## config.mk

```make
export PLATFORM = sky130hd
export DESIGN_NAME = ape_tag_key_scanner_top
export DESIGN_NICKNAME = d
export VERILOG_FILES = /design/src/sv/apeks_pkg.sv /design/src/sv/apeks_key_match.sv /design/src/sv/ape_tag_key_scanner_top.sv
export SDC_FILE = /design/constraint.sdc
export NUM_CORES = 1
export LEC_CHECK = 0
export ABC_AREA = 0
export BUFFER_PORTS_ARGS = -buffer_cell sky130_fd_sc_hd__buf_2
export CAP_MARGIN = 30
export CORE_ASPECT_RATIO = 0.9
export CORE_UTILIZATION = 57
export CTS_CLUSTER_SIZE = 16
export DETAILED_ROUTE_END_ITERATION = 8
export PLACE_DENSITY = 0.75
export SYNTH_ARGS = -nofsm -noshare
export SYNTH_HDL_FRONTEND = slang
export SYNTH_SLANG_ARGS = --single-unit
```

## constraint.sdc

```tcl
create_clock -name clk -period 10.6 [get_ports clk]
set_input_delay 0.53 -clock clk [delete_from_list [all_inputs] [get_ports clk]]
set_output_delay 0.53 -clock clk [all_outputs]
set_load 0.005 [all_outputs]
```

## src/sv/apeks_pkg.sv

```systemverilog
package apeks_pkg;

    // History depth and scan limits
    localparam int HIST_DEPTH   = 13;
    localparam int SCAN_RUN_MAX = 6;
    localparam logic [1:0] MAX_MATCHES = 2'd3;
    localparam logic [7:0] CASE_GAP    = 8'd32;

    // Key strings, last character in the least significant byte, zero-padded at the top
    localparam int KEY_MAX_LEN = 6;
    localparam logic [47:0] KEY_ALBUM  = {8'h00, "Album"};
    localparam logic [47:0] KEY_ARTIST = "Artist";
    localparam logic [47:0] KEY_TITLE  = {8'h00, "Title"};
    localparam int ALBUM_LEN  = 5;
    localparam int ARTIST_LEN = 6;
    localparam int TITLE_LEN  = 5;

    // Field codes
    localparam logic [1:0] FIELD_ALBUM  = 2'd0;
    localparam logic [1:0] FIELD_ARTIST = 2'd1;
    localparam logic [1:0] FIELD_TITLE  = 2'd2;

    // Result kinds
    localparam logic KIND_REPORT = 1'b0;
    localparam logic KIND_DATA   = 1'b1;

    // Configuration register indexes
    localparam int CFG_IDX_W = 1;
    localparam logic [CFG_IDX_W-1:0] CFG_MAX_VALUE_LEN = 1'b0;
    localparam logic [CFG_IDX_W-1:0] CFG_EMIT_VALUES   = 1'b1;
    localparam int CFG_DATA_W = 16;

    // Reset values of the configuration registers
    localparam logic [15:0] MAX_VALUE_LEN_RST = 16'd256;
    localparam logic        EMIT_VALUES_RST   = 1'b1;

    typedef enum logic [1:0] {
        PH_SCAN  = 2'd0,
        PH_SEP   = 2'd1,
        PH_VALUE = 2'd2,
        PH_DONE  = 2'd3
    } phase_t;

    typedef struct packed {
        logic [7:0] in_byte;
        logic       end_of_tag;
    } tag_item_t;

    typedef struct packed {
        logic        kind;
        logic [1:0]  field_id;
        logic [15:0] value_length;
        logic [7:0]  data_byte;
        logic        last_of_value;
    } res_item_t;

    // Outcome of the key search on one scanned byte
    typedef struct packed {
        logic        hit;
        logic [1:0]  field;
        logic [15:0] length;
    } match_t;

endpackage

```

## src/sv/apeks_key_match.sv

```systemverilog
module apeks_key_match (
    input  logic [7:0]                                 cur_byte,
    input  logic [apeks_pkg::HIST_DEPTH-1:0][7:0]      hist,
    input  logic [2:0]                                 scan_run,
    input  logic [15:0]                                max_value_len,
    output apeks_pkg::match_t                          match
);
    import apeks_pkg::*;

    logic [HIST_DEPTH:0][7:0] win;
    logic        album_hit;
    logic        artist_hit;
    logic        title_hit;
    logic [31:0] album_len;
    logic [31:0] artist_len;
    logic [31:0] title_len;
    logic [31:0] sel_len;
    logic        any_hit;

    // Case-insensitive compare: equal or 32 apart either way
    function automatic logic char_match(input logic [7:0] b, input logic [7:0] k);
        char_match = (b == k) || ((b - k) == CASE_GAP) || ((k - b) == CASE_GAP);
    endfunction

    // Key ends at the current byte; character p from the end sits at win[p]
    function automatic logic key_hit(input logic [HIST_DEPTH:0][7:0] w,
                                     input logic [47:0] key, input int klen);
        logic ok;
        ok = 1'b1;
        for (int p = 0; p < KEY_MAX_LEN; p++) begin
            if (p < klen && !char_match(w[p], key[8*p +: 8]))
                ok = 1'b0;
        end
        key_hit = ok;
    endfunction

    // Little-endian length lies 8 to 5 bytes before the key start
    function automatic logic [31:0] key_len(input logic [HIST_DEPTH:0][7:0] w,
                                            input int klen);
        key_len = {w[klen+4], w[klen+5], w[klen+6], w[klen+7]};
    endfunction

    assign win = {hist, cur_byte};

    // Require the whole key to have arrived while scanning
    assign album_hit  = (scan_run >= 3'(ALBUM_LEN - 1))  && key_hit(win, KEY_ALBUM, ALBUM_LEN);
    assign artist_hit = (scan_run >= 3'(ARTIST_LEN - 1)) && key_hit(win, KEY_ARTIST, ARTIST_LEN);
    assign title_hit  = (scan_run >= 3'(TITLE_LEN - 1))  && key_hit(win, KEY_TITLE, TITLE_LEN);

    assign album_len  = key_len(win, ALBUM_LEN);
    assign artist_len = key_len(win, ARTIST_LEN);
    assign title_len  = key_len(win, TITLE_LEN);

    // Pick the first key that matched; its length decides acceptance
    always_comb
    begin
        any_hit     = 1'b1;
        match.field = FIELD_ALBUM;
        sel_len     = album_len;
        priority if (album_hit)
        begin
            match.field = FIELD_ALBUM;
            sel_len     = album_len;
        end
        else if (artist_hit)
        begin
            match.field = FIELD_ARTIST;
            sel_len     = artist_len;
        end
        else if (title_hit)
        begin
            match.field = FIELD_TITLE;
            sel_len     = title_len;
        end
        else
        begin
            any_hit = 1'b0;
        end
        match.length = sel_len[15:0];
        match.hit    = any_hit && (sel_len[31:16] == 16'd0) && (sel_len[15:0] <= max_value_len);
    end

endmodule

```

## src/sv/ape_tag_key_scanner_top.sv

```systemverilog
// APEv2 tag key scanner. Feed the tag body one byte per transfer on the tag
// channel, with end_of_tag on the final byte; afterwards all scan state is
// cleared while the configuration registers keep their values. For each of
// the keys Album, Artist and Title (case-insensitive) whose 32-bit length is
// at most max_value_len, a report transfer (kind 0) is produced on the
// result channel, followed, when emit_values is 1, by one data transfer
// (kind 1) per value byte with last_of_value on the final one. At most three
// keys are reported per tag. Throughput is one byte per clock: each byte is
// decoded in the cycle it is taken and its result, if any, appears in the
// result register on the next cycle. A byte is taken whenever that single
// result register is empty or is being drained in the same cycle, so
// res_ready stalls propagate to tag_ready combinationally. Configuration
// writes (index 0 max_value_len, index 1 emit_values) are always ready and
// must only be issued while the block is idle.
module ape_tag_key_scanner_top (
    input  logic                                       clk,
    input  logic                                       rst_n,
    input  logic                                       tag_valid,
    output logic                                       tag_ready,
    input  apeks_pkg::tag_item_t                       tag_item,
    output logic                                       res_valid,
    input  logic                                       res_ready,
    output apeks_pkg::res_item_t                       res_item,
    input  logic                                       cfg_valid,
    output logic                                       cfg_ready,
    input  logic [apeks_pkg::CFG_IDX_W-1:0]            cfg_index,
    input  logic [apeks_pkg::CFG_DATA_W-1:0]           cfg_data
);
    import apeks_pkg::*;

    phase_t                        phase_reg, phase_next;
    logic [HIST_DEPTH-1:0][7:0]    hist_reg, hist_next;
    logic [15:0]                   bytes_left_reg, bytes_left_next;
    logic [1:0]                    cur_field_reg, cur_field_next;
    logic [1:0]                    matches_reg, matches_next;
    logic [2:0]                    scan_run_reg, scan_run_next;
    logic [15:0]                   max_value_len_reg;
    logic                          emit_values_reg;
    logic                          res_valid_reg;
    res_item_t                     res_item_reg, res_item_next;
    logic                          res_load;
    logic                          tag_xfer;
    logic [15:0]                   bytes_dec;
    phase_t                        resume_phase;
    match_t                        match;

    assign tag_ready = !res_valid_reg || res_ready;
    assign tag_xfer  = tag_valid && tag_ready;
    assign cfg_ready = 1'b1;
    assign res_valid = res_valid_reg;
    assign res_item  = res_item_reg;

    apeks_key_match u_match (
        .cur_byte      (tag_item.in_byte),
        .hist          (hist_reg),
        .scan_run      (scan_run_reg),
        .max_value_len (max_value_len_reg),
        .match         (match)
    );

    assign bytes_dec    = (bytes_left_reg != 16'd0) ? (bytes_left_reg - 16'd1) : bytes_left_reg;
    assign resume_phase = (matches_reg >= MAX_MATCHES) ? PH_DONE : PH_SCAN;

    // Next state and result for the byte on the tag channel
    always_comb
    begin
        phase_next      = phase_reg;
        hist_next       = hist_reg;
        bytes_left_next = bytes_left_reg;
        cur_field_next  = cur_field_reg;
        matches_next    = matches_reg;
        scan_run_next   = scan_run_reg;
        res_load        = 1'b0;
        res_item_next   = '0;

        if (tag_xfer)
        begin
            unique case (phase_reg)
                PH_SCAN:
                begin
                    if (match.hit)
                    begin
                        res_load                    = 1'b1;
                        res_item_next.kind          = KIND_REPORT;
                        res_item_next.field_id      = match.field;
                        res_item_next.value_length  = match.length;
                        res_item_next.last_of_value = (match.length == 16'd0);
                        cur_field_next  = match.field;
                        bytes_left_next = match.length;
                        matches_next    = matches_reg + 2'd1;
                        phase_next      = PH_SEP;
                        scan_run_next   = 3'd0;
                    end
                    else if (scan_run_reg < 3'(SCAN_RUN_MAX))
                    begin
                        scan_run_next = scan_run_reg + 3'd1;
                    end
                end
                PH_SEP:
                begin
                    // Skip the separator; on an empty value resume scanning, or stop after the third match
                    if (bytes_left_reg != 16'd0)
                    begin
                        phase_next = PH_VALUE;
                    end
                    else
                    begin
                        phase_next    = resume_phase;
                        scan_run_next = 3'd0;
                    end
                end
                PH_VALUE:
                begin
                    if (emit_values_reg)
                    begin
                        res_load                    = 1'b1;
                        res_item_next.kind          = KIND_DATA;
                        res_item_next.field_id      = cur_field_reg;
                        res_item_next.data_byte     = tag_item.in_byte;
                        res_item_next.last_of_value = (bytes_left_reg == 16'd1);
                    end
                    bytes_left_next = bytes_dec;
                    if (bytes_dec == 16'd0)
                    begin
                        phase_next    = resume_phase;
                        scan_run_next = 3'd0;
                    end
                end
                PH_DONE:
                begin
                    phase_next = PH_DONE;
                end
                default:
                begin
                    phase_next = PH_SCAN;
                end
            endcase

            // Advance the byte history
            hist_next = {hist_reg[HIST_DEPTH-2:0], tag_item.in_byte};

            // Drop all scan state after the final byte of the tag
            if (tag_item.end_of_tag)
            begin
                phase_next      = PH_SCAN;
                hist_next       = '0;
                bytes_left_next = 16'd0;
                cur_field_next  = FIELD_ALBUM;
                matches_next    = 2'd0;
                scan_run_next   = 3'd0;
            end
        end
    end

    // Scan state registers
    always_ff @(posedge clk or negedge rst_n)
    begin
        if (!rst_n)
        begin
            phase_reg      <= PH_SCAN;
            hist_reg       <= '0;
            bytes_left_reg <= 16'd0;
            cur_field_reg  <= FIELD_ALBUM;
            matches_reg    <= 2'd0;
            scan_run_reg   <= 3'd0;
        end
        else
        begin
            phase_reg      <= phase_next;
            hist_reg       <= hist_next;
            bytes_left_reg <= bytes_left_next;
            cur_field_reg  <= cur_field_next;
            matches_reg    <= matches_next;
            scan_run_reg   <= scan_run_next;
        end
    end

    // Configuration registers
    always_ff @(posedge clk or negedge rst_n)
    begin
        if (!rst_n)
        begin
            max_value_len_reg <= MAX_VALUE_LEN_RST;
            emit_values_reg   <= EMIT_VALUES_RST;
        end
        else if (cfg_valid && cfg_ready)
        begin
            unique case (cfg_index)
                CFG_MAX_VALUE_LEN: max_value_len_reg <= cfg_data[15:0];
                CFG_EMIT_VALUES:   emit_values_reg   <= cfg_data[0];
                default:           max_value_len_reg <= max_value_len_reg;
            endcase
        end
    end

    // Result register valid: load on a producing transfer, clear when taken
    always_ff @(posedge clk or negedge rst_n)
    begin
        if (!rst_n)
        begin
            res_valid_reg <= 1'b0;
        end
        else if (res_load)
        begin
            res_valid_reg <= 1'b1;
        end
        else if (res_ready)
        begin
            res_valid_reg <= 1'b0;
        end
    end

    // Result payload: hold until the next producing transfer
    always_ff @(posedge clk)
    begin
        if (res_load)
        begin
            res_item_reg <= res_item_next;
        end
    end

endmodule
```

After elaboration in Yosys (flattened, before gate mapping)
Index checks and enable logic that the tools add are counted.

Add/sub/neg operators: 35. Magnitude comparators: 5. Equality and inequality tests: 56. Muxes and demuxes: 59. Bitwise operators: 1. Reductions and logical operators: 58.

Operators by type and width (number): 8-bit by 6-bit equality test with 1-bit output (second input constant) (32); 8-bit by 7-bit equality test with 1-bit output (second input constant) (16); 7-bit by 8-bit subtractor with 8-bit output (first input constant) (16); 8-bit by 7-bit subtractor with 8-bit output (second input constant) (16); 104-bit 2-to-1 mux (1); 32-bit 2-to-1 mux (2); 16-bit zero test (3); 16-bit 2-to-1 mux (3); 1-bit logical OR (33); 16-bit one-hot mux with 2 select lines (1); 2-bit 2-to-1 mux (14); 1-bit 2-to-1 mux (26); 18-bit 2-to-1 mux (1); 3-bit 2-to-1 mux (6); 16-bit by 1-bit equality test with 1-bit output (second input constant) (1); 16-bit less-or-equal comparator (1); 16-bit nonzero test (1); 16-bit by 1-bit subtractor with 16-bit output (second input constant) (1); 3-bit AND reduction (5); 3-bit inequality test (second input constant) (3); 3-bit one-hot mux with 3 select lines (1); 2-bit one-hot mux with 4 select lines (1); 3-bit >= comparator (second input constant) (2); 1-bit logical AND (6); 17 further kinds (22).

Register bits after elaboration: 175. Bits of input ports: 31. Output and inout bits: 31. Logic and storage cells: 240.

Depth between registers and ports, before layout
Depth after elaboration: 20. Gate-level depth with buffers: 23. Depth with buffers taken out: 19.

By module
A second synthesis with hierarchy kept.

Cells, all modules: 1121. Area total of the unflattened synthesis: 9945.8 um^2.

By module, submodules not included: ape_tag_key_scanner_top (instances 1, cells an instance 813, area each 7816.2 um^2, seq. area each 4521.8 um^2); apeks_key_match (instances 1, cells an instance 308, area each 2129.5 um^2, seq. area each 0.0 um^2).

Worst setup path before layout
Ideal clock, no wire load.

Path type: register to register. Start: register hist_reg[9] (netlist name). End: register res_item_reg (netlist bit res_item[0]), enable pin. Setup time: 385 ps. Data arrival time: 5043 ps. Required time: 10215 ps. Slack: 5172 ps. Stages on the path, launching flop included: 21. Path buffers: 4. Period minus slack after synthesis: 5428 ps. Cells stage by stage: dfrtp_1 buf_4 inv_1 ha_1 xor2_1 nor4_1 a32oi_1 o21a_1 or3_1 buf_6 dlymetal6s2s_1 mux2_2 ha_1 nand4_1 nor4_1 or3_1 a21oi_1 nor3_1 o211ai_1 clkbuf_1 nand2_1.

RTL lines: start, declared (RTL line ape_tag_key_scanner_top.sv:32) `logic [HIST_DEPTH-1:0][7:0] hist_reg, hist_next;`; start signal, assigned (RTL line ape_tag_key_scanner_top.sv:170) `hist_reg <= hist_next;`; end signal, assigned (RTL line ape_tag_key_scanner_top.sv:218) `res_item_reg <= res_item_next;`; end, declared (RTL line ape_tag_key_scanner_top.sv:40) `res_item_t res_item_reg, res_item_next;`.

==> results by group <==
Synth
  • Post-synthesis net count: between 1k and 1.5k
  • Mapped Cells: 1,207
  • Syn_area_per_cell: around 8.7 um2
  • Post-synth EDFFs: 28
  • Synth Flop Type: dfrtp_1
  • Fraction of registers with async set/reset: 84.00%
  • Synth Cell Area: 10,450 um2
  • Yosys reg bits: 175
  • YS warnings: 0
  • Seq/Total Area, Yosys: between 40% and 50%
  • Yosys cell types: 90

Critical path
  • Startpoint class of the critical path: flip-flop
  • CP Class: flip-flop to flip-flop
  • CP Capture Type: flip-flop
  • Max FO, Critical Path: 18
  • R2R depth: 20
  • Worst reg2reg path endpoint: bytes_left_reg[4]$_DFFE_PN0P_
  • Critical Path AT: about 6.9 ns
  • Critical R2R Launch: hist_reg[10]$_DFFE_PN0P_
  • Flop2flop setup slack: 4.00 ns
  • CP Data Required Time: 10.93 ns

STA
  • F_max: 151.6 MHz
  • Final setup violation count: 0
  • Min Hold Slack: around 0.11 ns
  • Slew @ Worst Pin: between 0.9 and 1 ns
  • RSZ-0062 raised after global routing: no
  • Minimum clock period: 6.597 ns
  • TNS Setup: 0 ns
  • Clk_skew: 0.01150 ns
  • Max-slew violations: 0
  • Slew margin rel.: between 30% and 40%
  • Final number of hold-violating endpoints: 0
  • Final period util: 62.24%

Clock tree
  • Clock Tree Root: clkbuf_16
  • CTS resizes: 0
  • Worst-path clk slew: 0.07 ns
  • CTS tree: yes
  • Clock buffer depth: 2
  • # hold bufs at CTS: 0
  • H-tree levels: 4
  • Clk Latency, worst-skew pair: between 0.4 and 0.5 ns
  • Clock sinks: 175
  • TritonCTS Buffers: 17
  • Setup bufs post-CTS: 0

Global route
  • First-pass GRT wire length: 42,840 um
  • Largest net degree at the start of global routing: 93
  • Most used routing layer: met1
  • Initial antenna violation count: 0
  • Vias in the first global route: 7,925
  • Met2 Use GR: between 40% and 50%
  • Total GRT Usage: 29.92%
  • Global route overflow: 0
  • Met3 Usage GRT: approximately 7.7%
  • GR Layer Usage met1: 46.51%

Floorplanning
  • # IOs: between 60 and 70
  • Core area: ~18,000 um2
  • Die span in x: 144.7 um
  • Die ar.: 18,880 um2
  • Initial Util: 58.75%
  • Die H: around 130 um
  • Site Rows: 46

Detailed routing
  • # DRC: 0
  • DR pass1 iterations: 5
  • Antenna viol nets, final: 0
  • Wirelength per Cell: 18.33 um
  • Iter 0 DRT Violations: between 900 and 1k
  • Final wirelength: 26,910 um
  • Via count: 8,937
  • DR vias/cell: 6.088

Placed design
  • HPWL Detailed: 18,970 um
  • Gpl congestion: 0.9259
  • Number of port buffers: 60

Finish
  • Max reg flops: 104
  • Share of layout cells above drive strength 1: 11.24%
  • Diodes inserted: 0
  • Area growth syn-to-layout: 9.305%
  • Highest-count cells in the layout ignoring fill and taps: 233 x nand2_1, 145 x dfrtp_1, 131 x o21ai_0, 62 x nor2_1, 60 x buf_2
  • Commonest non-fill, non-tap cell in the layout: nand2_1
  • Fin nets: 1,286

Run status
  • Outcome: finished, final reports clean

Flow run
  • # Max-Cap Violations: 0

Pwr
  • Max VDD drop: 0.1129 mV
  • Leak: roughly 4.7 nW
  • Pwr Density: between 100 and 150 nW/um2

Hold path
  • Worst Hold Class: primary input to async pin
-- final cells by class --
cell class,instances,area (um2)
Clock buffer,19,464.2
Clock inverter,13,120.1
Fill cell,1486,6364
Inverter,58,217.7
Multi-Input combinational cell,894,5378
Sequential cell,175,4522
Tap cell,240,300.3
Timing Repair Buffer,69,419.2
-- stage by stage --
stage	area [um2]	util, %	std cells	power (W)	worst slack [ns]
2_1_floorplan	10450	-	1207	0.0008585	5.172
3_3_place_gp	10760	60.51	1432	0.0009122	4.192
3_5_place_dp	10840	60.93	1436	0.0009170	4.241
4_1_cts	11420	64.22	1468	0.001537	4.192
5_1_grt	11420	64.22	1468	0.001591	3.645
6_report	11420	64.22	1468	0.001533	4.003
-- metal layers --
layer,wire length (um),up-vias,part of all wire (%)
met3,2397,26,8.9
met4,369,0,1.4
met1,13150,4220,49
met2,10990,366,41
li1,-,4325,-
met5,0,-,0
-- worst max path at each step --
stage / endpoint / from / slack, ns / depth (start not counted)
after floorplan: res_item[0]$_SDFFCE_PN0P_ / hist_reg[9]$_DFFE_PN0P_ / 5.17 / 20
after global placement: bytes_left_reg[4]$_DFFE_PN0P_ / hist_reg[10]$_DFFE_PN0P_ / 4.19 / 18
after detailed placement: bytes_left_reg[4]$_DFFE_PN0P_ / hist_reg[10]$_DFFE_PN0P_ / 4.24 / 20
after CTS: bytes_left_reg[4]$_DFFE_PN0P_ / hist_reg[10]$_DFFE_PN0P_ / 4.19 / 20
after global routing: bytes_left_reg[4]$_DFFE_PN0P_ / hist_reg[2]$_DFFE_PN0P_ / 3.65 / 20
final: bytes_left_reg[4]$_DFFE_PN0P_ / hist_reg[10]$_DFFE_PN0P_ / 4.00 / 20
-- logic make-up after synthesis --
| logic type | synth area share [%] |
|---|---|
| buffers and inverters | 5.353 |
| muxes | 2.563 |
| other | 0.03589 |
| AOI/OAI and AO/OA | 18.88 |
| DFF | 43.28 |
| adders and majority gates | 4.790 |
| xor gates and xnor gates | 0.5030 |
| and+or+nand+nor | 24.60 |
-- report_power, final --
group	internal, W	leakage, nW	switching (W)
sequential	0.000703	2.22	0.0000294
clock	0.000330	0.290	0.000295
combinational	0.0000593	2.21	0.000116
total	0.00109	4.72	0.000440
-- cells in the mapped netlist, drive strengths merged (6+ instances only) --
cell / number / area (um2)
o31ai: 24 / 180.2
ha: 40 / 500.5
a31oi: 12 / 75.07
buf: 16 / 92.58
or4: 10 / 75.07
and2: 10 / 62.56
nor2: 62 / 232.7
nand3: 35 / 175.2
nor2b: 31 / 193.9
a21o: 6 / 45.04
o211ai: 13 / 97.59
o22ai: 7 / 43.79
mux2i: 12 / 132.6
nor4: 18 / 118.9
a211oi: 7 / 52.55
nor4b: 10 / 108.9
o21ai: 137 / 685.7
edfxtp: 28 / 840.8
nand2b: 20 / 125.1
o21a: 8 / 60.06
inv: 57 / 214.0
clkbuf: 63 / 236.5
dfrtp: 145 / 3628
nand2: 234 / 878.3
nor3b: 10 / 86.33
nor3: 21 / 115.1
a21oi: 37 / 185.2
mux2: 12 / 135.1
nand4: 14 / 87.58
or3: 10 / 62.56
o221ai: 9 / 85.08
-- worst max-delay path: stages, from the launching register on --
cell	delay (ns)
dfrtp_1	0.55
inv_1	0.17
ha_1	0.29
xor2_1	0.18
nor4_1	0.40
a32oi_1	0.12
o21a_1	0.23
or3_1	0.72
mux2i_1	0.46
inv_1	0.12
ha_1	0.31
nand4_1	0.16
nor4_1	0.32
or3_1	0.16
a21oi_1	0.04
nor3_1	0.75
o2111ai_2	0.34
nand3_1	0.61
buf_8	0.24
o21ai_1	0.08
a32o_1	0.22
Power figures use the tool's default switching activity.
